### config.mk
export PLATFORM = sky130hd
export DESIGN_NAME = brf_ptr
export DESIGN_NICKNAME = d
export VERILOG_FILES = /design/src/rtl/core/brf_pkg.sv /design/src/rtl/core/brf_ptr.sv
export SDC_FILE = /design/constraint.sdc
export NUM_CORES = 1
export LEC_CHECK = 0
export BUFFER_PORTS_ARGS = -buffer_cell sky130_fd_sc_hd__buf_2
export CORE_MARGIN = 3
export CORE_UTILIZATION = 50
export CTS_CLUSTER_SIZE = 8
export DETAILED_ROUTE_END_ITERATION = 8
export GPL_TIMING_DRIVEN = 0
export PLACE_DENSITY_LB_ADDON = 0.1
export SLEW_MARGIN = 20
export SYNTH_ARGS = -nofsm -noshare
export SYNTH_HDL_FRONTEND = slang
export SYNTH_SLANG_ARGS = --single-unit
### constraint.sdc
create_clock -name clk -period 16.2 [get_ports clk]
set_input_delay 3.24 -clock clk [delete_from_list [all_inputs] [get_ports clk]]
set_output_delay 3.24 -clock clk [all_outputs]
set_load 0.005 [all_outputs]
### src/rtl/core/brf_pkg.sv
// Shared types and constants for the byte ring FIFO.
package brf_pkg;

  // Operation codes carried on the input tuser.
  localparam logic [1:0] FUNC_WRITE   = 2'd0;
  localparam logic [1:0] FUNC_READ    = 2'd1;
  localparam logic [1:0] FUNC_FLUSH   = 2'd2;
  localparam logic [1:0] FUNC_ADVANCE = 2'd3;

  // Fixed field widths.
  localparam int FUNC_W  = 2;
  localparam int BYTE_W  = 8;
  localparam int COUNT_W = 16;
  localparam int CNT_W   = 10;
  localparam int CFG_W   = 11;

  // Length register value after reset.
  localparam logic [CFG_W-1:0] LEN_RESET = 11'd1024;

  // Input and result payload widths, padded to whole bytes.
  localparam int IN_DATA_W  = 24;
  localparam int OUT_DATA_W = 56;

  // Status of one request after its operation.
  typedef struct packed {
    logic             rd_ok;
    logic             err;
    logic             full;
    logic             empty;
    logic [CNT_W-1:0] used;
    logic [CNT_W-1:0] free;
    logic [CNT_W-1:0] cu;
    logic [CNT_W-1:0] cf;
  } brf_status_t;

endpackage

### src/rtl/core/brf_ptr.sv
// Pointer and length registers with the per-request operation and status logic.
module brf_ptr
  import brf_pkg::*;
#(
  parameter int DEPTH = 1024,
  parameter int PW    = 10,
  parameter int LW    = 11
) (
  input  logic               clk,
  input  logic               rst_n,
  input  logic               cfg_wr,
  input  logic [CFG_W-1:0]   cfg_len,
  input  logic               op_fire,
  input  logic [FUNC_W-1:0]  op_func,
  input  logic [COUNT_W-1:0] op_count,
  output logic               mem_we,
  output logic [PW-1:0]      mem_waddr,
  output logic [PW-1:0]      mem_raddr,
  output brf_status_t        st
);

  localparam int CW = (LW > CNT_W) ? LW : CNT_W;
  localparam logic [LW-1:0] LEN_RST =
    (int'(LEN_RESET) > DEPTH) ? LW'(DEPTH) : LW'(LEN_RESET);

  logic [PW-1:0] rp_r, wp_r;
  logic [LW-1:0] len_r;
  logic [LW-1:0] len_eff;

  logic [LW-1:0] rp_x, wp_x, rp1, wp1, used0, cnt_c, rp_adv;
  logic [LW:0]   adv_sum;
  logic          full0, empty0;
  logic [LW-1:0] rp_n, wp_n;
  logic          we_c, rd_ok_c, err_c;
  logic [LW-1:0] used_n, free_n, cu_n, cf_n;
  logic [CW-1:0] used_x, free_x, cu_x, cf_x;

  // Written length saturated to the range 2 to DEPTH.
  always_comb begin
    if (cfg_len < 11'd2) begin
      len_eff = LW'(2);
    end else if (32'(cfg_len) > 32'(DEPTH)) begin
      len_eff = LW'(DEPTH);
    end else begin
      len_eff = LW'(cfg_len);
    end
  end

  // Status before the operation and the candidate pointer moves.
  always_comb begin
    rp_x    = LW'(rp_r);
    wp_x    = LW'(wp_r);
    rp1     = ((rp_x + 1'b1) == len_r) ? '0 : rp_x + 1'b1;
    wp1     = ((wp_x + 1'b1) == len_r) ? '0 : wp_x + 1'b1;
    full0   = (wp1 == rp_x);
    empty0  = (wp_x == rp_x);
    used0   = (wp_x >= rp_x) ? wp_x - rp_x : len_r - (rp_x - wp_x);
    cnt_c   = (32'(op_count) > 32'(used0)) ? used0 : LW'(op_count);
    adv_sum = {1'b0, rp_x} + {1'b0, cnt_c};
    rp_adv  = (adv_sum >= {1'b0, len_r}) ? LW'(adv_sum - {1'b0, len_r}) : LW'(adv_sum);
  end

  // Operation select.
  always_comb begin
    rp_n    = rp_x;
    wp_n    = wp_x;
    we_c    = 1'b0;
    rd_ok_c = 1'b0;
    err_c   = 1'b0;
    case (op_func)
      FUNC_WRITE: begin
        if (full0) begin
          err_c = 1'b1;
        end else begin
          we_c = 1'b1;
          wp_n = wp1;
        end
      end
      FUNC_READ: begin
        if (empty0) begin
          err_c = 1'b1;
        end else begin
          rd_ok_c = 1'b1;
          rp_n    = rp1;
        end
      end
      FUNC_FLUSH: begin
        rp_n = wp_x;
      end
      FUNC_ADVANCE: begin
        rp_n = rp_adv;
      end
      default: begin
        rp_n = rp_x;
      end
    endcase
  end

  // Status after the operation.
  always_comb begin
    used_n = (wp_n >= rp_n) ? wp_n - rp_n : len_r - (rp_n - wp_n);
    free_n = len_r - 1'b1 - used_n;
    cu_n   = (wp_n >= rp_n) ? wp_n - rp_n : len_r - rp_n;
    if (rp_n > wp_n) begin
      cf_n = rp_n - wp_n - 1'b1;
    end else begin
      cf_n = len_r - wp_n - ((rp_n == '0) ? LW'(1) : LW'(0));
    end
    used_x = CW'(used_n);
    free_x = CW'(free_n);
    cu_x   = CW'(cu_n);
    cf_x   = CW'(cf_n);
  end

  assign st.rd_ok = rd_ok_c;
  assign st.err   = err_c;
  assign st.full  = ((((wp_n + 1'b1) == len_r) ? '0 : wp_n + 1'b1) == rp_n);
  assign st.empty = (wp_n == rp_n);
  assign st.used  = used_x[CNT_W-1:0];
  assign st.free  = free_x[CNT_W-1:0];
  assign st.cu    = cu_x[CNT_W-1:0];
  assign st.cf    = cf_x[CNT_W-1:0];

  assign mem_we    = op_fire && we_c;
  assign mem_waddr = wp_r;
  assign mem_raddr = rp_r;

  // Pointer and length registers; a length write restarts the ring.
  always_ff @(posedge clk) begin
    if (!rst_n) begin
      rp_r  <= '0;
      wp_r  <= '0;
      len_r <= LEN_RST;
    end else if (cfg_wr) begin
      rp_r  <= '0;
      wp_r  <= '0;
      len_r <= len_eff;
    end else if (op_fire) begin
      rp_r  <= PW'(rp_n);
      wp_r  <= PW'(wp_n);
    end
  end

`ifndef SYNTHESIS
  // Both pointers stay inside the ring in use.
  a_rp_in_ring: assert property (@(posedge clk) disable iff (!rst_n)
    LW'(rp_r) < len_r) else $error("read pointer beyond ring length");
  a_wp_in_ring: assert property (@(posedge clk) disable iff (!rst_n)
    LW'(wp_r) < len_r) else $error("write pointer beyond ring length");
  // An accepted write moves the write pointer.
  a_write_moves: assert property (@(posedge clk) disable iff (!rst_n)
    mem_we && !cfg_wr |=> wp_r != $past(wp_r))
    else $error("accepted write did not advance write pointer");
`endif

endmodule
Word level (Yosys, flattened, before mapping)
Index checks and enable logic that the tools add are counted.
{ "word_totals": {"regBits": 31, "latchBits": 0, "mem_bits_rw": 0, "rom_bits": 0, "inputBits": 33, "output_inout_bits": 65, "word_cells": 65, "mem_count": 0} }
{ "classes": {"n_addsub": 17, "mul": 0, "div_mod_pow": 0, "order_cmp": 7, "eq_ne": 10, "n_shift": 0, "muxes": 23, "n_bitwise": 1, "reduce_logical": 4} }
{ "ops": {"columns": ["op", "count"], "rows": [
  ["$mux 11", 11],
  ["$sub 10x10->10", 6],
  ["$eq 11x11->1", 5],
  ["$pmux 11 s3", 1],
  ["$mux 10", 3],
  ["$add 10x1->11 const B", 2],
  ["$sub 10x10->11", 2],
  ["$sub 11x11->11", 2],
  ["$sub 10x1->10 const B", 2],
  ["$gt 16x11->1", 1],
  ["$add 10x11->12", 1],
  ["$ge 12x11->1", 1],
  ["$add 11x1->11 const B", 1],
  ["$eq 11x10->1", 1],
  ["$ge 11x11->1", 1],
  ["$gt 11x11->1", 1],
  ["$gt 11x11->1 const B", 1],
  ["$logic_not 11->1", 1],
  ["$lt 11x2->1 const B", 1],
  ["$eq 10x10->1", 1],
  ["$ge 10x10->1", 1],
  ["$sub 10x1->10", 1],
  ["$mux 1", 7],
  ["$eq 2x2->1 const B", 2],
  ["other kinds (6)", 6]
]} }

Logic depth before layout (Yosys ltp)
Gate-level depths: netlist of the first run.
{ "logic_depth": {"ltp_word": 13, "mapped_depth": 71, "mapped_depth_nobuf": 69} }

Least setup slack after synthesis of the first run
Ideal clock, no wire load.
{ "synth_timing": {"path_kind": "register -> output", "startpoint": "register len_r[1]", "endpoint": "output st[29] (netlist bit)", "arrival_time_ns": 12.690, "required_time_ns": 12.960, "setup_slack_ns": 0.270, "stages_incl_launch_ff": 69, "n_path_buf": 5, "path_cell_list": "dfxtp_1 -> clkbuf_1 -> inv_1 -> fa_1 -> inv_1 -> ha_1 -> a21o_1 -> a21oi_1 -> nor2b_1 -> o21a_1 -> o21a_1 -> o21a_1 -> o21ai_0 -> nand2b_1 -> a21oi_1 -> xnor2_1 -> a21oi_1 -> ha_1 -> (+33 left out) -> a21o_1 -> a21o_1 -> a21o_1 -> a21oi_1 -> or2_2 -> clkbuf_1 -> buf_1 -> o21a_1 -> ha_1 -> a21oi_1 -> o21bai_1 -> a21oi_1 -> o21bai_1 -> a21oi_1 -> o21bai_1 -> a21oi_1 -> xnor2_1 -> xnor2_1"} }
{ "synth_lines": {"columns": ["item", "line_no", "text"], "rows": [
  ["from (decl)", "brf_ptr.sv:27", "logic [LW-1:0] len_r;"],
  ["from (signal assigned)", "brf_ptr.sv:137", "len_r <= len_eff;"],
  ["to (decl)", "brf_ptr.sv:19", "output brf_status_t st"]
]} }

==> flow_summary.ini, run 1 <==
[outcome]
status = completed

[die]
die_w_microns = 141
die_y_microns = 141
row_count = 48
coreArea_sq_mm = 0.0176
die-area_sq_mm = 0.0200
start_util_pct = 52.0
ios = 98

[yosys]
synth.area.top_cells = ha_1, xnor2_1, dfxtp_1
ys_seq_area_share_pct = 6.78
yosysWarnings = 0
syn_nets = 1428
netlist_instances = 1257
yosysUniqueCellTypes = 96
synth_edf_count = 0
avgSynthCellArea_sq_um = 7.28
syn_area_sq_mm = 0.00915
synth_ff_type = dfxtp_1
async_flop_share_pct = 0
yosysMostFrequentCell = inv_1
yosys-top-cells-count = inv_1, ha_1, nor2_1, xnor2_1, a21oi_1
synth-seq-cells = 31
synth_largest_area_cell = ha_1
yosysTopAreaCellShare_pct = 16.1

[pwr]
swShare_pct = 50.2
p_switching_w = 0.000644
p_leak_nw = 4.96
pwr-share-seq_pct = 6.8
p_int_w = 0.000639
finalPower_w = 0.00128
power_density_mw_per_mm2 = 120
max-vdd-ir-drop_uv = 149
p_clk_share_pct = 9.1
pwr-share-comb_pct = 84.2

[finish]
diodes = 0
drive_above_1_share_pct = 19.4
fin_nets = 1560
syn_to_final_growth_pct = 17.0
fin_area_sq_mm = 0.0107
multi_input_area_sq_mm = 0.00807
regArea_sq_um = 631
fill_cells = 1650

[drt]
drt_iter0_drc = 1212
drc_errors = 0
wl_met2_microns = 14300
top_layer_used = met4
wl_met1_microns = 14400
detail-route-antenna-nets = 0
routedWlPerCell_microns = 21.0
wl_microns = 34000
dr_wl_met3_microns = 3540
vias = 9964
drt_pre_antenna_iters = 8
vias_per_cell = 6.17

[sta]
report.final.slew_viol_count = 0
fin_skew_ns = 0.0111
post-route-min-period_ns = 15.67
fmax_mhz = 63.8
period_share_pct = 96.7
slew_headroom_pct = 34.2
finalHoldViolations = 0
finalSetupViolations = 0
worstMarginPinSlew_ns = 0.978

[worst_setup_path]
crit_fanout = 10
cp_slowest_stage_delay_ns = 0.56
crit_top_cell = ha_1
critPathArrivalTime_ns = 12.43
critPathLaunchType = flip-flop
crit_required_ns = 12.96
end_kind = primary output
worstSetupPathType = reg -> out
cp_slowest_cell = fa_1

[clock_network]
tritoncts = built
cts_inserted_buffers = 5
root_buffer = clkbuf_16
htreeDepth = 2
cts_sinks = 31
clockBufferDepth = 2
clk_latency_ns = 0.29
cts.clk_slew.worst_paths_ns = 0.06

[global_route]
antenna_found_initial = 0
grt_pass1_vias = 8978
grt_usage_pct = 32.6
grt_pass1_wl_microns = 50800
gr-total-overflow = 0
grt_max_degree = 12

[place]
routabilityCongestion = 1.03
numPortBuffers = 95
dp_hpwl_microns = 26500
place_area_sq_mm = 0.00992

[hold_path]
hp-class = reg -> reg

[run]
cap_violations = 0
## state kept, by name, summed over array words and instances (netlist names)
signal     cells
len_r         11
mem_waddr     10
mem_raddr     10
## layer usage
| layer | vias up | global-route usage (%) |
|---|---|---|
| met5 | - | 0 |
| met1 | 4577 | 45.3 |
| met3 | 117 | 6.81 |
| li1 | 4711 | - |
| met2 | 559 | 49.0 |
| met4 | 0 | 13.5 |
## repair_timing
| item | CTS | global route |
|---|---|---|
| pin swaps | 5 | 29 |
| buffers inserted | 7 | 26 |
| gates resized for setup | 53 | 57 |
| endpoints found under the setup margin | 40 | 16 |
| hold buffers | 0 | 0 |
| hold endpoints to repair | 0 | 0 |
## cells in the final DEF (no fill, tap or decap), types with 21 or more instances in the layout
cell,n
dfxtp_1,25
nor2_1,110
xnor2_1,108
buf_2,107
nand2_1,62
xor2_1,31
o21ai_0,61
a21o_1,36
buf_4,40
inv_1,130
ha_1,115
a21oi_1,89
nand3_1,35
nand4_1,21
## cells by family after synthesis
family	synth area share (%)
DFF	6.78
xor gates and xnor gates	15.1
AOI/OAI and AO/OA	25.8
adders and majority gates	21.1
and+or+nand+nor	20.1
muxes	2.62
buffers and inverters	8.52
## power groups by stage
stage / logic, W / registers, W / clock network [W]
floorplan: 0.000681 / 0.0000838 / 0
global placement: 0.000960 / 0.0000876 / 0
detailed placement: 0.000969 / 0.0000875 / 0
CTS: 0.00101 / 0.0000858 / 0.000115
global route: 0.00118 / 0.0000867 / 0.000119
finish: 0.00108 / 0.0000868 / 0.000116
## through the flow
| stage | setup TNS, ns | instances | utilization, % | hold slack, ns | setup slack (ns) |
|---|---|---|---|---|---|
| final | 0 | 1615 | 60.8 | 0.622 | 0.532 |
| after global routing | -0.161 | 1615 | 60.8 | 0.670 | -0.0865 |
| after global placement | -47.11 | 1577 | 56.3 | 0.702 | -2.72 |
| after CTS | 0 | 1590 | 58.6 | 0.627 | 0.0179 |
| after detailed placement | -45.82 | 1577 | 56.4 | 0.713 | -2.73 |
| after floorplan | 0 | 1257 | - | 0.582 | 0.270 |
## cell type report
type | instances | share of cell area [%]
sequential | 31 | 5.89
inverter | 138 | 4.97
multi-input combinational | 1034 | 75.4
buffer | 51 | 2.75
clock buffer | 6 | 1.30
clock inverter | 2 | 0.327
tap | 225 | 2.63
timing repair buffer | 128 | 6.76
## worst max-delay path, delay by kind of cell, from the launching register on
kind / cells / cell delay (ns)
xor gates and xnor gates: 5 / 0.61
DFF: 1 / 0.46
buffers and inverters: 8 / 1.14
muxes: 1 / 0.14
adders and majority gates: 12 / 4.47
and+or+nand+nor: 9 / 1.30
AOI/OAI and AO/OA: 23 / 4.01
## path summary, 6_finish.rpt
| path | startpoint | end | slack [ns] | cells after the start |
|---|---|---|---|---|
| setup / recovery | mem_waddr[3]$_SDFFE_PP0P_ | st[29] | 0.53 | 58 |
| hold / removal | mem_waddr[1]$_SDFFE_PP0P_ | mem_waddr[1]$_SDFFE_PP0P_ | 0.62 | 2 |
| setup reg to reg | mem_waddr[3]$_SDFFE_PP0P_ | mem_raddr[6]$_SDFFE_PP0P_ | 7.27 | 42 |
| hold reg to reg | mem_waddr[1]$_SDFFE_PP0P_ | mem_waddr[1]$_SDFFE_PP0P_ | 0.62 | 2 |
(Power assumes the default switching activity.)
==> inputs of run 2 (changes only) <==
- CORE_UTILIZATION: 50 -> 56
==> flow_summary.ini, run 2 (synthesis gave the netlist of run 1 again) <==
[clock_network]
cts_inserted_buffers = 5
htreeDepth = 2
hold_buffers = 0
clockBufferDepth = 2
cts.clk_slew.worst_paths_ns = 0.06
clk_latency_ns = 0.29
tritoncts = built
cts_sinks = 31
root_buffer = clkbuf_16

[worst_setup_path]
crit_top_cell = a21oi_2
cp_slowest_stage_delay_ns = 0.81
end_kind = primary output
critPathLaunchType = flip-flop
crit_required_ns = 12.96
startpoint = len_r[9]$_SDFFE_PN0P_
r2r-start = len_r[9]$_SDFFE_PN0P_
crit_fanout = 10
cp_slowest_cell = dfxtp_1
worstSetupPathType = reg -> out
critPathArrivalTime_ns = 12.46

[finish]
fin_util_pct = 66.4
largest_reg_flops = 11
drive_above_1_share_pct = 18.8
multi_input_area_sq_mm = 0.00799
regMostFlops = len_r
layout_commonest_cell = inv_1
syn_to_final_growth_pct = 15.7
fill_cells = 1480
regArea_sq_um = 638
fin_nets = 1554
diodes = 0
final_cells = 1600
final_cell_mix = inv_1, ha_1, xnor2_1, nor2_1, buf_2

[sta]
setup_slack_ns = 0.496
report.final.slew_viol_count = 0
period_share_pct = 96.9
finalHoldViolations = 0
slew_headroom_pct = 21.2
fmax_mhz = 63.7
worstMarginPinSlew_ns = 1.17
hold_ws_ns = 0.626
finalSetupViolations = 0
fin_skew_ns = 0.00385
post-route-min-period_ns = 15.70

[die]
ios = 98
die-area_sq_mm = 0.0179
die_w_microns = 134
start_util_pct = 57.4
coreArea_sq_mm = 0.0159
die_y_microns = 134
row_count = 46

[place]
place_inst = 1569
numPortBuffers = 95
dp_hpwl_microns = 27000
routabilityCongestion = 1.04
dpl_worst_slack_ns = -2.74

[pwr]
p_leak_nw = 4.90
power_density_mw_per_mm2 = 119
max-vdd-ir-drop_uv = 92.9

[drt]
routedWlPerCell_microns = 21.5
detail-route-antenna-nets = 0
drt_pre_antenna_iters = 7
drc_errors = 0
vias_per_cell = 6.22
vias = 9944
wl_microns = 34300
drt_iter0_drc = 965

[global_route]
gr-total-overflow = 0
grt_max_degree = 12
antenna_found_initial = 0
grt_pass1_vias = 9211
grt_pass1_wl_microns = 52400
grt_usage_pct = 37.4

[outcome]
status = completed

[hold_path]
min_from = mem_waddr[1]$_SDFFE_PP0P_
hp-class = reg -> reg

[run]
cap_violations = 0
==> run 2: cell count changes in the layout (fill, tap and decap cells not counted), moves of 2 or more <==
cell        before  now
ha_4             3    0
a21oi_1         89   92
ha_2             0    2
buf_4           40   31
clkinvlp_4       3    6
dfxtp_1         25   23
clkbuf_8         2    4
dfxtp_4          1    3
o21ai_2          9    7
buf_6            4    6
a21oi_2         18   16
==> run 2: routing by layer <==
metal,share of wire [%],track usage (%),vias up
met3,9.5,6.64,130
met2,42,57.0,530
met5,0,0,-
met4,5.7,16.0,0
met1,43,52.1,4590
li1,-,-,4694
==> run 2: critical path, delay by kind of cell, from the launching register on <==
kind	cells	cell delay, ns
AOI/OAI and AO/OA	35	6.11
adders and majority gates	8	2.78
buffers and inverters	7	1.36
DFF	1	0.81
and+or+nand+nor	6	0.67
xor gates and xnor gates	3	0.39
==> run 2: final timing paths <==
path,cells after the start,slack (ns),end
setup / recovery,59,0.50,st[29]
hold / removal,2,0.63,mem_waddr[1]$_SDFFE_PP0P_
setup reg to reg,39,7.10,mem_raddr[6]$_SDFFE_PP0P_
hold reg to reg,2,0.63,mem_waddr[1]$_SDFFE_PP0P_
==> run 2: what timing repair did <==
item,in CTS,in global routing
gates resized for setup,48,58
hold endpoints to repair,0,0
setup buffers,9,17
setup endpoints to repair,40,14
pin swaps,8,16
==> run 2: area by class of cell <==
class	instances	share of cell area, %
Buffer	51	2.84
Clock buffer	7	1.44
Clock inverter	1	0.0709
Inverter	138	5.07
Multi-Input combinational cell	1034	75.5
Sequential cell	31	6.03
Tap cell	216	2.55
Timing Repair Buffer	122	6.52
==> run 2: metrics by stage <==
step	cell area, sq um	TNS (ns)	total power, W
floorplan	9150	0	0.000765
global placement	9900	-56.15	0.00104
detailed placement	9920	-45.10	0.00105
CTS	10300	0	0.00120
global route	10600	-0.151	0.00136
finish	10600	0	0.00125
==> run 2: power breakdown <==
group	total, W	internal (W)	switching, W	leakage (nW)
clock	0.000104	0.0000654	0.0000385	0.0761
combinational	0.00106	0.000477	0.000587	4.57
sequential	0.0000869	0.0000784	0.00000852	0.256
==> inputs of run 3 (changes only) <==
- CTS_BUF_LIST: not set -> sky130_fd_sc_hd__clkbuf_16
==> flow_summary.ini, run 3 (synthesis gave the netlist of run 1 again) <==
[global_route]
grt_pass1_vias = 9216
grt_usage_pct = 37.4
grt_pass1_wl_microns = 52400
antenna_found_initial = 1
gr-total-overflow = 0
grt_max_degree = 12

[pwr]
power_density_mw_per_mm2 = 118
p_leak_nw = 4.91
max-vdd-ir-drop_uv = 93.0

[drt]
vias_per_cell = 6.20
drc_errors = 0
routedWlPerCell_microns = 21.3
drt_pre_antenna_iters = 6
drt_iter0_drc = 1015
wl_microns = 34200
detail-route-antenna-nets = 0
vias = 9948

[clock_network]
cts_inserted_buffers = 5
clockBufferDepth = 2
htreeDepth = 2
hold_buffers = 0
cts.clk_slew.worst_paths_ns = 0.05
cts_sinks = 31
root_buffer = clkbuf_16
clk_latency_ns = 0.28
tritoncts = built

[worst_setup_path]
cp_slowest_cell = dfxtp_1
crit_fanout = 10
critPathArrivalTime_ns = 12.47
critPathLaunchType = flip-flop
ff2ff_path_depth = 39
crit_top_cell = a21oi_2
r2r_slack_ns = 7.08
worstSetupPathType = reg -> out
cp_slowest_stage_delay_ns = 0.79
end_kind = primary output
crit_required_ns = 12.96

[finish]
fill_cells = 1474
final_cell_mix = inv_1, ha_1, nor2_1
regMostFlops = len_r
final_cells = 1605
syn_to_final_growth_pct = 16.0
largest_reg_flops = 11
drive_above_1_share_pct = 19.1
fin_nets = 1558
layout_commonest_cell = inv_1
regArea_sq_um = 638
fin_area_sq_mm = 0.0106
multi_input_area_sq_mm = 0.00800

[sta]
post-route-min-period_ns = 15.71
fmax_mhz = 63.7
hold_ws_ns = 0.626
period_share_pct = 97.0
worstMarginPinSlew_ns = 1.09
finalHoldViolations = 0
fin_skew_ns = 0.00447
report.final.slew_viol_count = 0
slew_headroom_pct = 27.0
tns_ns = 0
finalSetupViolations = 0

[die]
die-area_sq_mm = 0.0179
die_y_microns = 134
row_count = 46
die_w_microns = 134
coreArea_sq_mm = 0.0159
start_util_pct = 57.4
ios = 98

[hold_path]
hp-class = reg -> reg
whs_path_depth = 2

[place]
routabilityCongestion = 1.04
numPortBuffers = 95
place_inst = 1569
place_area_sq_mm = 0.00992
dp_hpwl_microns = 27000

[run]
cap_violations = 0

[outcome]
status = completed
## run 3: timing repair
action,CTS,global route
setup buffers,9,21
resized for setup,48,62
setup endpoints to repair,40,14
pin swaps,8,23
## run 3: metal layers
layer	global-route usage, %	vias to the layer above	share of wire [%]
met1	52.4	4589	42
met5	0	-	0
met4	17.0	0	5.9
met3	6.38	140	10
met2	56.4	513	42
li1	-	4706	-
## run 3: final timing paths
kind / endpoint / start
setup / recovery: st[29] / len_r[9]$_SDFFE_PN0P_
hold / removal: mem_waddr[1]$_SDFFE_PP0P_ / mem_waddr[1]$_SDFFE_PP0P_
setup reg to reg: mem_raddr[6]$_SDFFE_PP0P_ / len_r[9]$_SDFFE_PN0P_
hold reg to reg: mem_waddr[1]$_SDFFE_PP0P_ / mem_waddr[1]$_SDFFE_PP0P_
## run 3: cell type report
| class | instances | area share, % |
|---|---|---|
| antenna | 1 | 0.0236 |
| buffer | 51 | 2.83 |
| clock buffer | 5 | 1.18 |
| clock inverter | 3 | 0.141 |
| inverter | 138 | 5.09 |
| multi-input combinational | 1034 | 75.4 |
| sequential | 31 | 6.01 |
| tap | 216 | 2.55 |
| timing repair buffer | 126 | 6.79 |
## run 3: power by group
| part | internal [W] | total, W | switching (W) |
|---|---|---|---|
| sequential | 0.0000784 | 0.0000870 | 0.00000858 |
| clock | 0.0000559 | 0.0000938 | 0.0000379 |
| combinational | 0.000481 | 0.00107 | 0.000587 |
## run 3: critical path: cells and delay by family (launching register included)
family          cells  cell delay (ns)
flops               1             0.79
simple gates        6             0.67
xor+xnor            3             0.39
compound gates     35             6.16
fa+ha+maj           8             2.78
buf+inv             7             1.34
## run 3: metrics by stage
stage          setup WS (ns)  total power [W]  util (%)
6_report               0.494          0.00125      66.6
5_1_grt              -0.0991          0.00136      66.6
4_1_cts               0.0359          0.00119      64.4
3_5_place_dp           -2.74          0.00105      62.2
3_3_place_gp           -2.99          0.00104      62.1
2_1_floorplan          0.270         0.000765         -
